===== src/design/uartbe_pkg.sv =====
package uartbe_pkg;

  localparam int unsigned RX_DEPTH_DEF = 64;
  localparam int unsigned TX_DEPTH_DEF = 64;

  localparam logic [2:0] REQ_RX      = 3'd0;
  localparam logic [2:0] REQ_TX_SLOT = 3'd1;
  localparam logic [2:0] REQ_PUT     = 3'd2;
  localparam logic [2:0] REQ_GET     = 3'd3;
  localparam logic [2:0] REQ_FREE    = 3'd4;

  localparam logic [7:0] CHAR_LF    = 8'h0A;
  localparam logic [7:0] CHAR_CR    = 8'h0D;
  localparam logic [7:0] BYTE_EMPTY = 8'hFF;

  typedef struct packed {
    logic capture;
    logic exec;
    logic push_lf;
    logic load_out;
  } ctl_cmd_t;

  typedef struct packed {
    logic need_cr;
  } dp_stat_t;

endpackage


===== src/design/uartbe_ctrl.sv =====
module uartbe_ctrl (
  input  logic                 clk_i,
  input  logic                 rst_ni,
  input  logic                 in_valid_i,
  output logic                 in_stall_o,
  output logic                 out_valid_o,
  input  logic                 out_stall_i,
  input  uartbe_pkg::dp_stat_t stat_i,
  output uartbe_pkg::ctl_cmd_t cmd_o
);

  typedef enum logic [1:0] {
    ST_IDLE,
    ST_EXEC,
    ST_PUSH_LF,
    ST_DONE
  } state_e;

  state_e state_q, state_d;
  logic   out_valid_q, out_valid_d;
  logic   accept;

  assign in_stall_o  = (state_q != ST_IDLE) || (out_valid_q && out_stall_i);
  assign accept      = in_valid_i && !in_stall_o;
  assign out_valid_o = out_valid_q;

  always_comb begin
    cmd_o          = '0;
    cmd_o.capture  = accept;
    cmd_o.exec     = (state_q == ST_EXEC);
    cmd_o.push_lf  = (state_q == ST_PUSH_LF);
    cmd_o.load_out = (state_q == ST_DONE);
  end

  always_comb begin
    state_d     = state_q;
    out_valid_d = out_valid_q;
    if (out_valid_q && !out_stall_i) begin
      out_valid_d = 1'b0;
    end
    unique case (state_q)
      ST_IDLE: begin
        if (accept) begin
          state_d = ST_EXEC;
        end
      end
      ST_EXEC: begin
        state_d = stat_i.need_cr ? ST_PUSH_LF : ST_DONE;
      end
      ST_PUSH_LF: begin
        state_d = ST_DONE;
      end
      ST_DONE: begin
        out_valid_d = 1'b1;
        state_d     = ST_IDLE;
      end
      default: begin
        state_d = ST_IDLE;
      end
    endcase
  end

  always_ff @(posedge clk_i or negedge rst_ni) begin
    if (!rst_ni) begin
      state_q     <= ST_IDLE;
      out_valid_q <= 1'b0;
    end else begin
      state_q     <= state_d;
      out_valid_q <= out_valid_d;
    end
  end

  assert property (@(posedge clk_i) disable iff (!rst_ni)
    accept |=> (state_q == ST_EXEC) && !out_valid_q)
    else $error("accepted transaction did not start execution");

  assert property (@(posedge clk_i) disable iff (!rst_ni)
    (state_q == ST_DONE) |-> !out_valid_q)
    else $error("result register still occupied when a result completes");

  assert property (@(posedge clk_i) disable iff (!rst_ni)
    (state_q == ST_PUSH_LF) |-> ($past(state_q) == ST_EXEC))
    else $error("second push without a preceding execute step");

endmodule


===== src/design/uartbe_dpath.sv =====
module uartbe_dpath #(
  parameter int unsigned RX_DEPTH = uartbe_pkg::RX_DEPTH_DEF,
  parameter int unsigned TX_DEPTH = uartbe_pkg::TX_DEPTH_DEF
) (
  input  logic                 clk_i,
  input  logic                 rst_ni,
  input  uartbe_pkg::ctl_cmd_t cmd_i,
  output uartbe_pkg::dp_stat_t stat_o,
  input  logic [2:0]           req_type_i,
  input  logic [7:0]           data_byte_i,
  input  logic [7:0]           free_count_i,
  input  logic                 expand_newline_i,
  output logic [7:0]           read_byte_o,
  output logic                 read_valid_o,
  output logic [7:0]           tx_byte_o,
  output logic                 tx_valid_o,
  output logic                 tx_enable_o,
  output logic                 tx_empty_o,
  output logic                 rx_has_data_o,
  output logic [5:0]           rx_count_o,
  output logic [7:0]           line_count_o
);

  localparam int unsigned RXW = $clog2(RX_DEPTH);
  localparam int unsigned TXW = $clog2(TX_DEPTH);

  logic [2:0] req_q;
  logic [7:0] data_q;
  logic [7:0] nfree_q;
  logic       exp_q;

  logic [7:0] rx_mem [RX_DEPTH];
  logic [7:0] tx_mem [TX_DEPTH];
  logic [7:0] rx_rd_q;
  logic [7:0] tx_rd_q;

  logic [RXW-1:0] rx_head_q, rx_head_d;
  logic [RXW-1:0] rx_fill_q, rx_fill_d;
  logic [7:0]     lines_q, lines_d;
  logic [TXW-1:0] tx_head_q, tx_head_d;
  logic [TXW-1:0] tx_tail_q, tx_tail_d;
  logic           irq_q, irq_d;
  logic           get_hit_q, get_hit_d;
  logic           get_miss_q, get_miss_d;
  logic           slot_hit_q, slot_hit_d;

  logic           rx_we;
  logic [RXW-1:0] rx_waddr;
  logic           tx_we;
  logic [TXW-1:0] tx_waddr;
  logic [7:0]     tx_wdata;
  logic [TXW-1:0] tail_inc;
  logic           push_en;
  logic [7:0]     push_byte;
  logic           drop_en;
  logic [7:0]     drop_n;
  logic           need_cr;
  logic           rx_full;
  logic [7:0]     fill8;

  function automatic logic [RXW-1:0] rx_add(input logic [RXW-1:0] p, input logic [7:0] n);
    logic [8:0] s;
    s = 9'(p) + 9'(n);
    if (s >= 9'(RX_DEPTH)) begin
      s = s - 9'(RX_DEPTH);
    end
    return s[RXW-1:0];
  endfunction

  function automatic logic [TXW-1:0] tx_inc(input logic [TXW-1:0] p);
    logic [TXW-1:0] r;
    if (p == TXW'(TX_DEPTH - 1)) begin
      r = '0;
    end else begin
      r = p + 1'b1;
    end
    return r;
  endfunction

  assign need_cr        = (req_q == uartbe_pkg::REQ_PUT) && exp_q
                          && (data_q == uartbe_pkg::CHAR_LF);
  assign stat_o.need_cr = need_cr;
  assign rx_full        = 9'(rx_fill_q) >= 9'(RX_DEPTH - 1);
  assign fill8          = 8'(rx_fill_q);

  always_comb begin
    push_en    = 1'b0;
    push_byte  = data_q;
    drop_en    = 1'b0;
    drop_n     = nfree_q;
    rx_we      = 1'b0;
    rx_waddr   = rx_add(rx_head_q, fill8);
    lines_d    = lines_q;
    rx_fill_d  = rx_fill_q;
    get_hit_d  = get_hit_q;
    get_miss_d = get_miss_q;
    slot_hit_d = slot_hit_q;
    tx_head_d  = tx_head_q;
    irq_d      = irq_q;
    if (cmd_i.exec) begin
      get_hit_d  = 1'b0;
      get_miss_d = 1'b0;
      slot_hit_d = 1'b0;
      case (req_q)
        uartbe_pkg::REQ_RX: begin
          if (rx_full) begin
            lines_d = lines_q + 8'd1;
          end else begin
            rx_we     = 1'b1;
            rx_fill_d = rx_fill_q + 1'b1;
            if (data_q == uartbe_pkg::CHAR_LF) begin
              lines_d = lines_q + 8'd1;
            end
          end
        end
        uartbe_pkg::REQ_TX_SLOT: begin
          if (tx_head_q != tx_tail_q) begin
            slot_hit_d = 1'b1;
            tx_head_d  = tx_inc(tx_head_q);
          end else begin
            irq_d = 1'b0;
          end
        end
        uartbe_pkg::REQ_PUT: begin
          push_en   = 1'b1;
          push_byte = need_cr ? uartbe_pkg::CHAR_CR : data_q;
        end
        uartbe_pkg::REQ_GET: begin
          if (rx_fill_q == '0) begin
            get_miss_d = 1'b1;
          end else begin
            get_hit_d = 1'b1;
            drop_en   = 1'b1;
            drop_n    = 8'd1;
          end
        end
        uartbe_pkg::REQ_FREE: begin
          drop_en = 1'b1;
        end
        default: begin
        end
      endcase
    end
    if (cmd_i.push_lf) begin
      push_en   = 1'b1;
      push_byte = data_q;
    end
    rx_head_d = rx_head_q;
    if (drop_en) begin
      if (drop_n >= fill8) begin
        rx_fill_d = '0;
      end else begin
        rx_head_d = rx_add(rx_head_q, drop_n);
        rx_fill_d = rx_fill_q - RXW'(drop_n);
      end
    end
    tx_we     = push_en;
    tx_waddr  = tx_tail_q;
    tx_wdata  = push_byte;
    tail_inc  = tx_inc(tx_tail_q);
    tx_tail_d = tx_tail_q;
    if (push_en) begin
      tx_tail_d = tail_inc;
      irq_d     = 1'b1;
      if (tail_inc == tx_head_q) begin
        tx_head_d = tx_inc(tx_head_q);
      end
    end
  end

  always_ff @(posedge clk_i) begin
    if (rx_we) begin
      rx_mem[rx_waddr] <= data_q;
    end
    rx_rd_q <= rx_mem[rx_head_q];
  end

  always_ff @(posedge clk_i) begin
    if (tx_we) begin
      tx_mem[tx_waddr] <= tx_wdata;
    end
    tx_rd_q <= tx_mem[tx_head_q];
  end

  always_ff @(posedge clk_i) begin
    if (cmd_i.capture) begin
      req_q   <= req_type_i;
      data_q  <= data_byte_i;
      nfree_q <= free_count_i;
      exp_q   <= expand_newline_i;
    end
    if (cmd_i.load_out) begin
      read_byte_o   <= get_hit_q ? rx_rd_q : (get_miss_q ? uartbe_pkg::BYTE_EMPTY : 8'd0);
      read_valid_o  <= get_hit_q;
      tx_byte_o     <= slot_hit_q ? tx_rd_q : 8'd0;
      tx_valid_o    <= slot_hit_q;
      tx_enable_o   <= irq_q;
      tx_empty_o    <= (tx_head_q == tx_tail_q);
      rx_has_data_o <= (rx_fill_q != '0);
      rx_count_o    <= fill8[5:0];
      line_count_o  <= lines_q;
    end
  end

  always_ff @(posedge clk_i or negedge rst_ni) begin
    if (!rst_ni) begin
      rx_head_q  <= '0;
      rx_fill_q  <= '0;
      lines_q    <= '0;
      tx_head_q  <= '0;
      tx_tail_q  <= '0;
      irq_q      <= 1'b0;
      get_hit_q  <= 1'b0;
      get_miss_q <= 1'b0;
      slot_hit_q <= 1'b0;
    end else begin
      rx_head_q  <= rx_head_d;
      rx_fill_q  <= rx_fill_d;
      lines_q    <= lines_d;
      tx_head_q  <= tx_head_d;
      tx_tail_q  <= tx_tail_d;
      irq_q      <= irq_d;
      get_hit_q  <= get_hit_d;
      get_miss_q <= get_miss_d;
      slot_hit_q <= slot_hit_d;
    end
  end

  assert property (@(posedge clk_i) disable iff (!rst_ni)
    (9'(rx_fill_q) <= 9'(RX_DEPTH - 1)) && (9'(rx_head_q) < 9'(RX_DEPTH)))
    else $error("receive store pointer or count out of range");

  assert property (@(posedge clk_i) disable iff (!rst_ni)
    tx_we |=> (tx_head_q != tx_tail_q) && irq_q)
    else $error("transmit ring empty or disabled after a put");

  assert property (@(posedge clk_i) disable iff (!rst_ni)
    cmd_i.load_out |=> !(read_valid_o && tx_valid_o))
    else $error("get and transmitter slot results reported together");

  assert property (@(posedge clk_i) disable iff (!rst_ni)
    (cmd_i.exec && (req_q == uartbe_pkg::REQ_RX) && rx_full) |=> $stable(rx_fill_q))
    else $error("received byte stored into a full receive store");

endmodule


===== src/design/uart_rx_tx_buffer_engine.sv =====
// Byte buffer between a serial port and software. Each transaction carries one request
// (received byte, transmitter slot, put, get, free) and yields one result holding the
// returned bytes and the buffer status after the request. A request passes through capture,
// execute and the result register; a put of a line feed with carriage return expansion adds
// a second push step, as it writes the transmit ring twice through its single write port.
// The controller takes the next request once the current one is done and the result register
// is free or being drained. The receive store is a circular buffer with a front pointer,
// so a free of any count is a single pointer step; both stores are memories with
// registered reads.
module uart_rx_tx_buffer_engine #(
  parameter int unsigned RX_DEPTH = uartbe_pkg::RX_DEPTH_DEF,
  parameter int unsigned TX_DEPTH = uartbe_pkg::TX_DEPTH_DEF
) (
  input  logic       clk_i,
  input  logic       rst_ni,
  input  logic       in_valid_i,
  output logic       in_stall_o,
  input  logic [2:0] req_type_i,
  input  logic [7:0] data_byte_i,
  input  logic [7:0] free_count_i,
  input  logic       expand_newline_i,
  output logic       out_valid_o,
  input  logic       out_stall_i,
  output logic [7:0] read_byte_o,
  output logic       read_valid_o,
  output logic [7:0] tx_byte_o,
  output logic       tx_valid_o,
  output logic       tx_enable_o,
  output logic       tx_empty_o,
  output logic       rx_has_data_o,
  output logic [5:0] rx_count_o,
  output logic [7:0] line_count_o
);

  uartbe_pkg::ctl_cmd_t cmd;
  uartbe_pkg::dp_stat_t stat;

  uartbe_ctrl u_ctrl (
    .clk_i      (clk_i),
    .rst_ni     (rst_ni),
    .in_valid_i (in_valid_i),
    .in_stall_o (in_stall_o),
    .out_valid_o(out_valid_o),
    .out_stall_i(out_stall_i),
    .stat_i     (stat),
    .cmd_o      (cmd)
  );

  uartbe_dpath #(
    .RX_DEPTH(RX_DEPTH),
    .TX_DEPTH(TX_DEPTH)
  ) u_dpath (
    .clk_i           (clk_i),
    .rst_ni          (rst_ni),
    .cmd_i           (cmd),
    .stat_o          (stat),
    .req_type_i      (req_type_i),
    .data_byte_i     (data_byte_i),
    .free_count_i    (free_count_i),
    .expand_newline_i(expand_newline_i),
    .read_byte_o     (read_byte_o),
    .read_valid_o    (read_valid_o),
    .tx_byte_o       (tx_byte_o),
    .tx_valid_o      (tx_valid_o),
    .tx_enable_o     (tx_enable_o),
    .tx_empty_o      (tx_empty_o),
    .rx_has_data_o   (rx_has_data_o),
    .rx_count_o      (rx_count_o),
    .line_count_o    (line_count_o)
  );

endmodule


===== config.mk =====
export PLATFORM = sky130hd
export DESIGN_NAME = uart_rx_tx_buffer_engine
export DESIGN_NICKNAME = d
export VERILOG_FILES = /design/src/design/uartbe_pkg.sv /design/src/design/uartbe_ctrl.sv /design/src/design/uartbe_dpath.sv /design/src/design/uart_rx_tx_buffer_engine.sv
export SDC_FILE = /design/constraint.sdc
export NUM_CORES = 1
export LEC_CHECK = 0
export BUFFER_PORTS_ARGS = -buffer_cell sky130_fd_sc_hd__buf_4
export CAP_MARGIN = 25
export CORE_UTILIZATION = 57
export CTS_CLUSTER_DIAMETER = 50
export DETAILED_ROUTE_END_ITERATION = 10
export GPL_TIMING_DRIVEN = 1
export PLACE_DENSITY = 0.81
export SLEW_MARGIN = 20
export SYNTH_ARGS = -nofsm -noshare
export SYNTH_HDL_FRONTEND = slang
export SYNTH_SLANG_ARGS = --single-unit

===== constraint.sdc =====
create_clock -name clk_i -period 3.45 [get_ports clk_i]
set_input_delay 0.345 -clock clk_i [delete_from_list [all_inputs] [get_ports clk_i]]
set_output_delay 0.345 -clock clk_i [all_outputs]
set_load 0.02 [all_outputs]

==> flow_summary.yaml, run 1 <==
cells_and_area:
  utilization: 0.6645
  layout.cells.non_filler: 3533
  final_nets: 2455
  fillerInstances: 4546
  layout-drive-gt1-share: 0.3106
  syn2layout_area_growth_pct: 15.29
placed_design:
  dp_hpwl_microns: 60890
  dp_slack_ns: 0.1083
  dpl.cell_count: 3304
  final_wtd_congestion: 0.8938
  port_buffers: 60
die:
  fp.dieArea_sq_mm: 0.07945
  boundaryPins: 61
  initial_utilization: 0.5763
  die_h_microns: 281.9
  core_area_sq_mm: 0.07747
  rows: 102
  fp.dieW_microns: 281.9
setup_path:
  critical_path.n_buffers_inverters: 3
  critical_path.cell_chain: "inv_1 > ha_1 > a21oi_1 > buf_4 > nor2_1 > nand3_1 > nor2_1 > buf_4"
  critPathRequiredTime_ns: 3.85
  slowest_stage: "nand3_1"
  timing.setup.critical_path_class: "reg2reg"
  top_family_by_delay_on_critical_path: "simple AND/OR/NAND/NOR gates"
  timing.critical_path.fanout_max: 8
  timing.critical_path.from_type: "flip-flop"
  critPathMaxStageDelay_ns: 0.64
  worstPathArrival_ns: 3.73
  setup.worst_path.end_class: "flip-flop"
yosys:
  postSynth.topFlopCell: "edfxtp_1"
  post-synth-top-count-cell: "edfxtp_1"
  synth-seq-area-share: 0.7548
  synth.avg_cell_area_sq_um: 21.09
  post-synth-top-area-cell: "edfxtp_1"
  ys.warnings.count: 0
  ys_top_cells_by_area: "edfxtp_1 73%, mux4_2 16%, dfrtp_1 2.2%, nor2_1 1.3%, ha_1 0.87%"
  netlist.area_leader.share: 0.7257
  postSynth.asyncResetShare: 0.03439
  ys_ff_latch: 1134
  synth_nets: 2175
  netlist-cell-type-count: 61
  synth-edff-count: 1079
  netlist_area_sq_mm: 0.04465
  post_synth_inst_count: 2117
  synth_common_cells: "1079 x edfxtp_1, 314 x mux4_2, 156 x nor2_1, 69 x nand2_1, 41 x buf_2"
flow_run:
  max_cap_violations: 0
grt:
  antenna_found_initial: 4
  grt_max_degree: 118
  grt_util_all_layers: 0.2745
  global_route_wire_length_before_repair_microns: 157100
  grt-ovfl-total: 0
  grt_pass1_vias: 23680
route:
  routed_via_density: 6.573
  initialDrtViolationCount: 3490
  dr.pass1.iters: 6
  ant_nets: 0
  finalWirelength_microns: 108400
  drt-wirelength-per-cell_microns: 30.68
  vias: 23220
  drc_errors: 0
clock_tree:
  insertion_delay_ns: 0.70
  numClockSinks: 1134
  worst_setup_hold_path_clk_slew_ns: 0.06
  tritoncts_buffers: 109
  number_of_buffers_on_the_longest_clock_path: 3
  clock_tree.root_cell: "clkbuf_16"
  ctsHtreeMaxLevel: 3
  cts_tree: "built"
sta:
  fin_skew_ns: 0.03911
  worstMarginPinSlew_ns: 1.000
  maxClockFrequency_mhz: 301.1
  slew-limit-headroom: 0.3333
  drv_slew: 0
  holdWs_ns: 0.2366
  final_hold_viol_count: 0
  timing.final.crit_period_ns: 3.321
  period_share: 0.9626
  postLayoutSetupSlackWorst_ns: 0.1290
  number_of_failing_setup_endpoints_in_the_final_timing_report: 0
power:
  power.leakage_nw: 16.74
  power.density_mw_per_mm2: 768.2
  max-vdd-ir-drop_uv: 491.6
  finalPower_mw: 39.54
worst_hold_path:
  worst_hold_path_type: "in2async"
status:
  status: "completed"
## placed cells by master, fill, tap and decap left out, types with 14 or more instances in the layout
master,count
bufinv_16,14
ha_1,29
nor2b_1,14
clkinv_2,25
xnor2_1,27
nand3_1,17
dfrtp_1,33
mux4_2,314
nor2_1,156
dfxtp_1,16
clkinv_1,21
nand2_1,69
dlygate4sd3_1,22
o22ai_1,16
a211oi_1,15
clkbuf_16,110
a21oi_1,29
edfxtp_1,1079
buf_4,238
inv_1,20
and2_1,17
## power breakdown
| part | total [mW] | switching [mW] | internal, mW |
|---|---|---|---|
| Clock | 12.3 | 5.31 | 7.04 |
| Sequential | 16.7 | 0.642 | 16.0 |
| Combinational | 10.5 | 5.91 | 4.60 |
| Total | 39.5 | 11.9 | 27.7 |
## flip-flops by register name, summed over array words and instances (netlist names), 8 cells and up
| register | flops |
|---|---|
| u_dpath.data_q | 8 |
| u_dpath.line_count_o | 8 |
| u_dpath.lines_q | 8 |
| u_dpath.nfree_q | 8 |
| u_dpath.read_byte_o | 8 |
| u_dpath.rx_mem | 512 |
| u_dpath.rx_rd_q | 8 |
| u_dpath.tx_byte_o | 8 |
| u_dpath.tx_mem | 512 |
| u_dpath.tx_rd_q | 8 |
## stage by stage
stage / instance area [sq um] / TNS, ns
2_1_floorplan: 44650 / 0
3_3_place_gp: 47490 / 0
3_5_place_dp: 47490 / 0
4_1_cts: 51440 / 0
5_1_grt: 51470 / -0.1800
6_report: 51470 / 0
## path summary, 6_finish.rpt
check,cells after the start,slack [ns],from,end
max reg2reg,8,0.13,u_ctrl.state_q[1],u_dpath.tx_mem[38][0]
min,2,0.24,rst_ni,u_dpath.rx_head_q[2]
max,8,0.13,u_ctrl.state_q[1],u_dpath.tx_mem[38][0]
min reg2reg,0,0.46,u_dpath.irq_q,u_dpath.tx_enable_o
min in group clk_i,2,0.39,free_count_i[6],u_dpath.nfree_q[6]
max in group asynchronous,2,2.71,rst_ni,u_dpath.tx_head_q[1]
## per-layer routing
layer	part of all wire	GRT usage
met3	0.093	0.04856
met2	0.51	0.4595
met1	0.35	0.3577
met4	0.046	0.1155
met5	0.00025	0
## cells by family (layout without fill, tap and decap cells)
family	count (synthesis)	after routing	share of synthesized area
other cells	0	1	0
buf+inv	126	501	0.01300
compound gates	122	122	0.01782
fa+ha+maj	34	34	0.01003
flops	1134	1134	0.7548
simple gates	327	327	0.03313
xor+xnor	34	34	0.006670
mux	340	340	0.1646
## final cells by class
| type | count | area, sq um | share of cell area |
|---|---|---|---|
| Inverter | 23 | 86.33 | 0.001677 |
| Multi-Input combinational cell | 857 | 10410 | 0.2022 |
| Antenna cell | 1 | 2.502 | 0.00004862 |
| Sequential cell | 1134 | 33710 | 0.6550 |
| Timing Repair Buffer | 272 | 2238 | 0.04349 |
| Clock buffer | 125 | 2849 | 0.05535 |
| Tap cell | 1040 | 1301 | 0.02528 |
| Clock inverter | 81 | 874.6 | 0.01699 |
## repair_timing
| action | CTS | global route |
|---|---|---|
| gates resized for setup | 0 | 8 |
| setup buffers | 0 | 0 |
| hold buffers | 22 | 0 |
| hold endpoints to repair | 60 | 0 |
| endpoints found under the setup margin | 0 | 11 |
No activity file was read; power rests on OpenSTA's default activity.
==> inputs of run 2 (changes only) <==
Settings changed: CTS_BUF_LIST set to sky130_fd_sc_hd__clkbuf_16.
==> flow_summary.yaml, run 2 (same netlist as run 1, synthesis figures left out) <==
cells_and_area:
  reg.largest.list: "u_dpath.rx_mem x512, u_dpath.tx_mem x512"
  syn2layout_area_growth_pct: 15.21
  layout.cells.non_filler: 3533
  final_nets: 2456
  fillerInstances: 4588
  diodes: 0
  most_common_cell_after_layout_fill_and_taps_aside: "edfxtp_1"
  area.sequential_sq_mm: 0.03371
  footprint_of_the_multi_input_gates_sq_mm: 0.01040
  layout-drive-gt1-share: 0.3093
  mostFrequentLayoutCells: "1079 x edfxtp_1, 314 x mux4_2, 238 x buf_4"
grt:
  grt_max_degree: 118
  global_route_wire_length_before_repair_microns: 155500
  antenna_found_initial: 4
  grt_pass1_vias: 23440
  grt_util_all_layers: 0.2709
  grt-ovfl-total: 0
route:
  routed_via_density: 6.528
  drc_errors: 0
  finalWirelength_microns: 105600
  ant_nets: 0
  initialDrtViolationCount: 3192
  drt-wirelength-per-cell_microns: 29.89
  dr.pass1.iters: 6
  vias: 23060
setup_path:
  worst_r2r_startpoint: "u_ctrl.state_q[1]"
  critical_path.n_buffers_inverters: 2
  timing.critical_path.from_type: "flip-flop"
  slowest_stage: "nand2_1"
  top_family_by_delay_on_critical_path: "simple AND/OR/NAND/NOR gates"
  critPathMaxStageDelay_ns: 0.49
  timing.setup.critical_path_class: "reg2reg"
  worstPathArrival_ns: 3.80
  timing.critical_path.fanout_max: 8
  critPathRequiredTime_ns: 3.83
  setup.worst_path.end_class: "flip-flop"
  critPathMostFrequentCell: "nor2b_1"
  critical_path.cell_chain: "inv_1 > ha_1 > nor2b_1 > nand2_1 > nor2b_1 > nor2b_1 > nand2_1 > nor2_1 > buf_4"
  worst_setup_path_startpoint: "u_ctrl.state_q[1]"
status:
  status: "completed"
flow_run:
  max_cap_violations: 0
power:
  power.leakage_nw: 16.77
  max-vdd-ir-drop_uv: 499.8
  power.switching_fraction: 0.2977
  p_comb_frac: 0.265
  netSwitchingPower_mw: 11.68
  internal_power_of_the_cells_mw: 27.56
  clock_share_of_power: 0.310
  power_frac_seq: 0.425
  power.density_mw_per_mm2: 762.8
die:
  core_area_sq_mm: 0.07747
  rows: 102
  initial_utilization: 0.5763
  fp.dieArea_sq_mm: 0.07945
  die_h_microns: 281.9
  boundaryPins: 61
  fp.dieW_microns: 281.9
clock_tree:
  numClockSinks: 1134
  number_of_buffers_on_the_longest_clock_path: 3
  ctsHtreeMaxLevel: 3
  cts_tree: "built"
  clock_tree.root_cell: "clkbuf_16"
  worst_setup_hold_path_clk_slew_ns: 0.07
  insertion_delay_ns: 0.70
  tritoncts_buffers: 109
sta:
  slew-limit-headroom: 0.3110
  period_share: 0.9904
  maxClockFrequency_mhz: 292.7
  rsz0062_at_grt: "true"
  worstMarginPinSlew_ns: 1.033
  fin_skew_ns: 0.03534
  timing.final.crit_period_ns: 3.417
  drv_slew: 0
  final_hold_viol_count: 0
  number_of_failing_setup_endpoints_in_the_final_timing_report: 0
  postLayoutSetupSlackWorst_ns: 0.03325
placed_design:
  dpl.cell_count: 3304
  port_buffers: 60
  final_wtd_congestion: 0.8938
  dp_slack_ns: 0.1083
  dp_hpwl_microns: 60890
worst_hold_path:
  worst_hold_path_type: "in2async"
==> run 2: power groups by stage <==
stage / Clock, mW / Combinational, mW / Sequential (mW)
after floorplan: 0 / 6.79 / 16.9
after global placement: 0 / 9.81 / 16.9
after detailed placement: 0 / 10.1 / 16.9
after CTS: 12.3 / 10.3 / 16.7
after global routing: 12.8 / 10.9 / 16.7
final: 12.2 / 10.4 / 16.7
==> run 2: cell type report <==
class	count	share of cell area
clock buffers	110	0.05351
clock inverters	96	0.01810
inverters	23	0.001678
multi-input cells	857	0.2021
flip-flops and latches	1134	0.6554
well taps	1040	0.02530
repair buffers	273	0.04390
==> run 2: final timing paths <==
path	endpoint	slack [ns]	cells after the start
max	u_dpath.rx_mem[60][7]	0.03	9
min reg2reg	u_dpath.tx_enable_o	0.45	0
max in group asynchronous	u_dpath.tx_head_q[1]	2.71	2
min	u_dpath.rx_head_q[1]	0.23	2
max reg2reg	u_dpath.rx_mem[60][7]	0.03	9
min in group clk_i	u_dpath.nfree_q[6]	0.37	2
==> run 2: repair_timing <==
item,4_1_cts,5_1_grt
endpoints found under the setup margin,0,17
hold buffers,22,0
gates resized for setup,0,8
endpoints found under the hold margin,60,0
setup buffers,0,0
==> run 2: metrics by stage <==
| stage | area [sq um] | total power, mW | hold slack (ns) | setup TNS [ns] | util |
|---|---|---|---|---|---|
| CTS | 51400 | 39.24 | 0.2311 | 0 | 0.6635 |
| global route | 51440 | 40.38 | 0.2847 | -0.08934 | 0.6640 |
| floorplan | 44650 | 23.65 | 0.04941 | 0 | - |
| detailed placement | 47490 | 26.99 | 0.3964 | 0 | 0.6131 |
| global placement | 47490 | 26.66 | 0.3831 | 0 | 0.6131 |
| finish | 51440 | 39.24 | 0.2284 | 0 | 0.6640 |
==> run 2: layer usage <==
| layer | vias up | routed length, microns | GRT usage |
|---|---|---|---|
| li1 | 9285 | - | - |
| met1 | 12000 | 37860 | 0.3573 |
| met2 | 1518 | 53790 | 0.4486 |
| met3 | 260 | 9479 | 0.04889 |
| met4 | 4 | 4428 | 0.1137 |
| met5 | - | 48 | 0 |
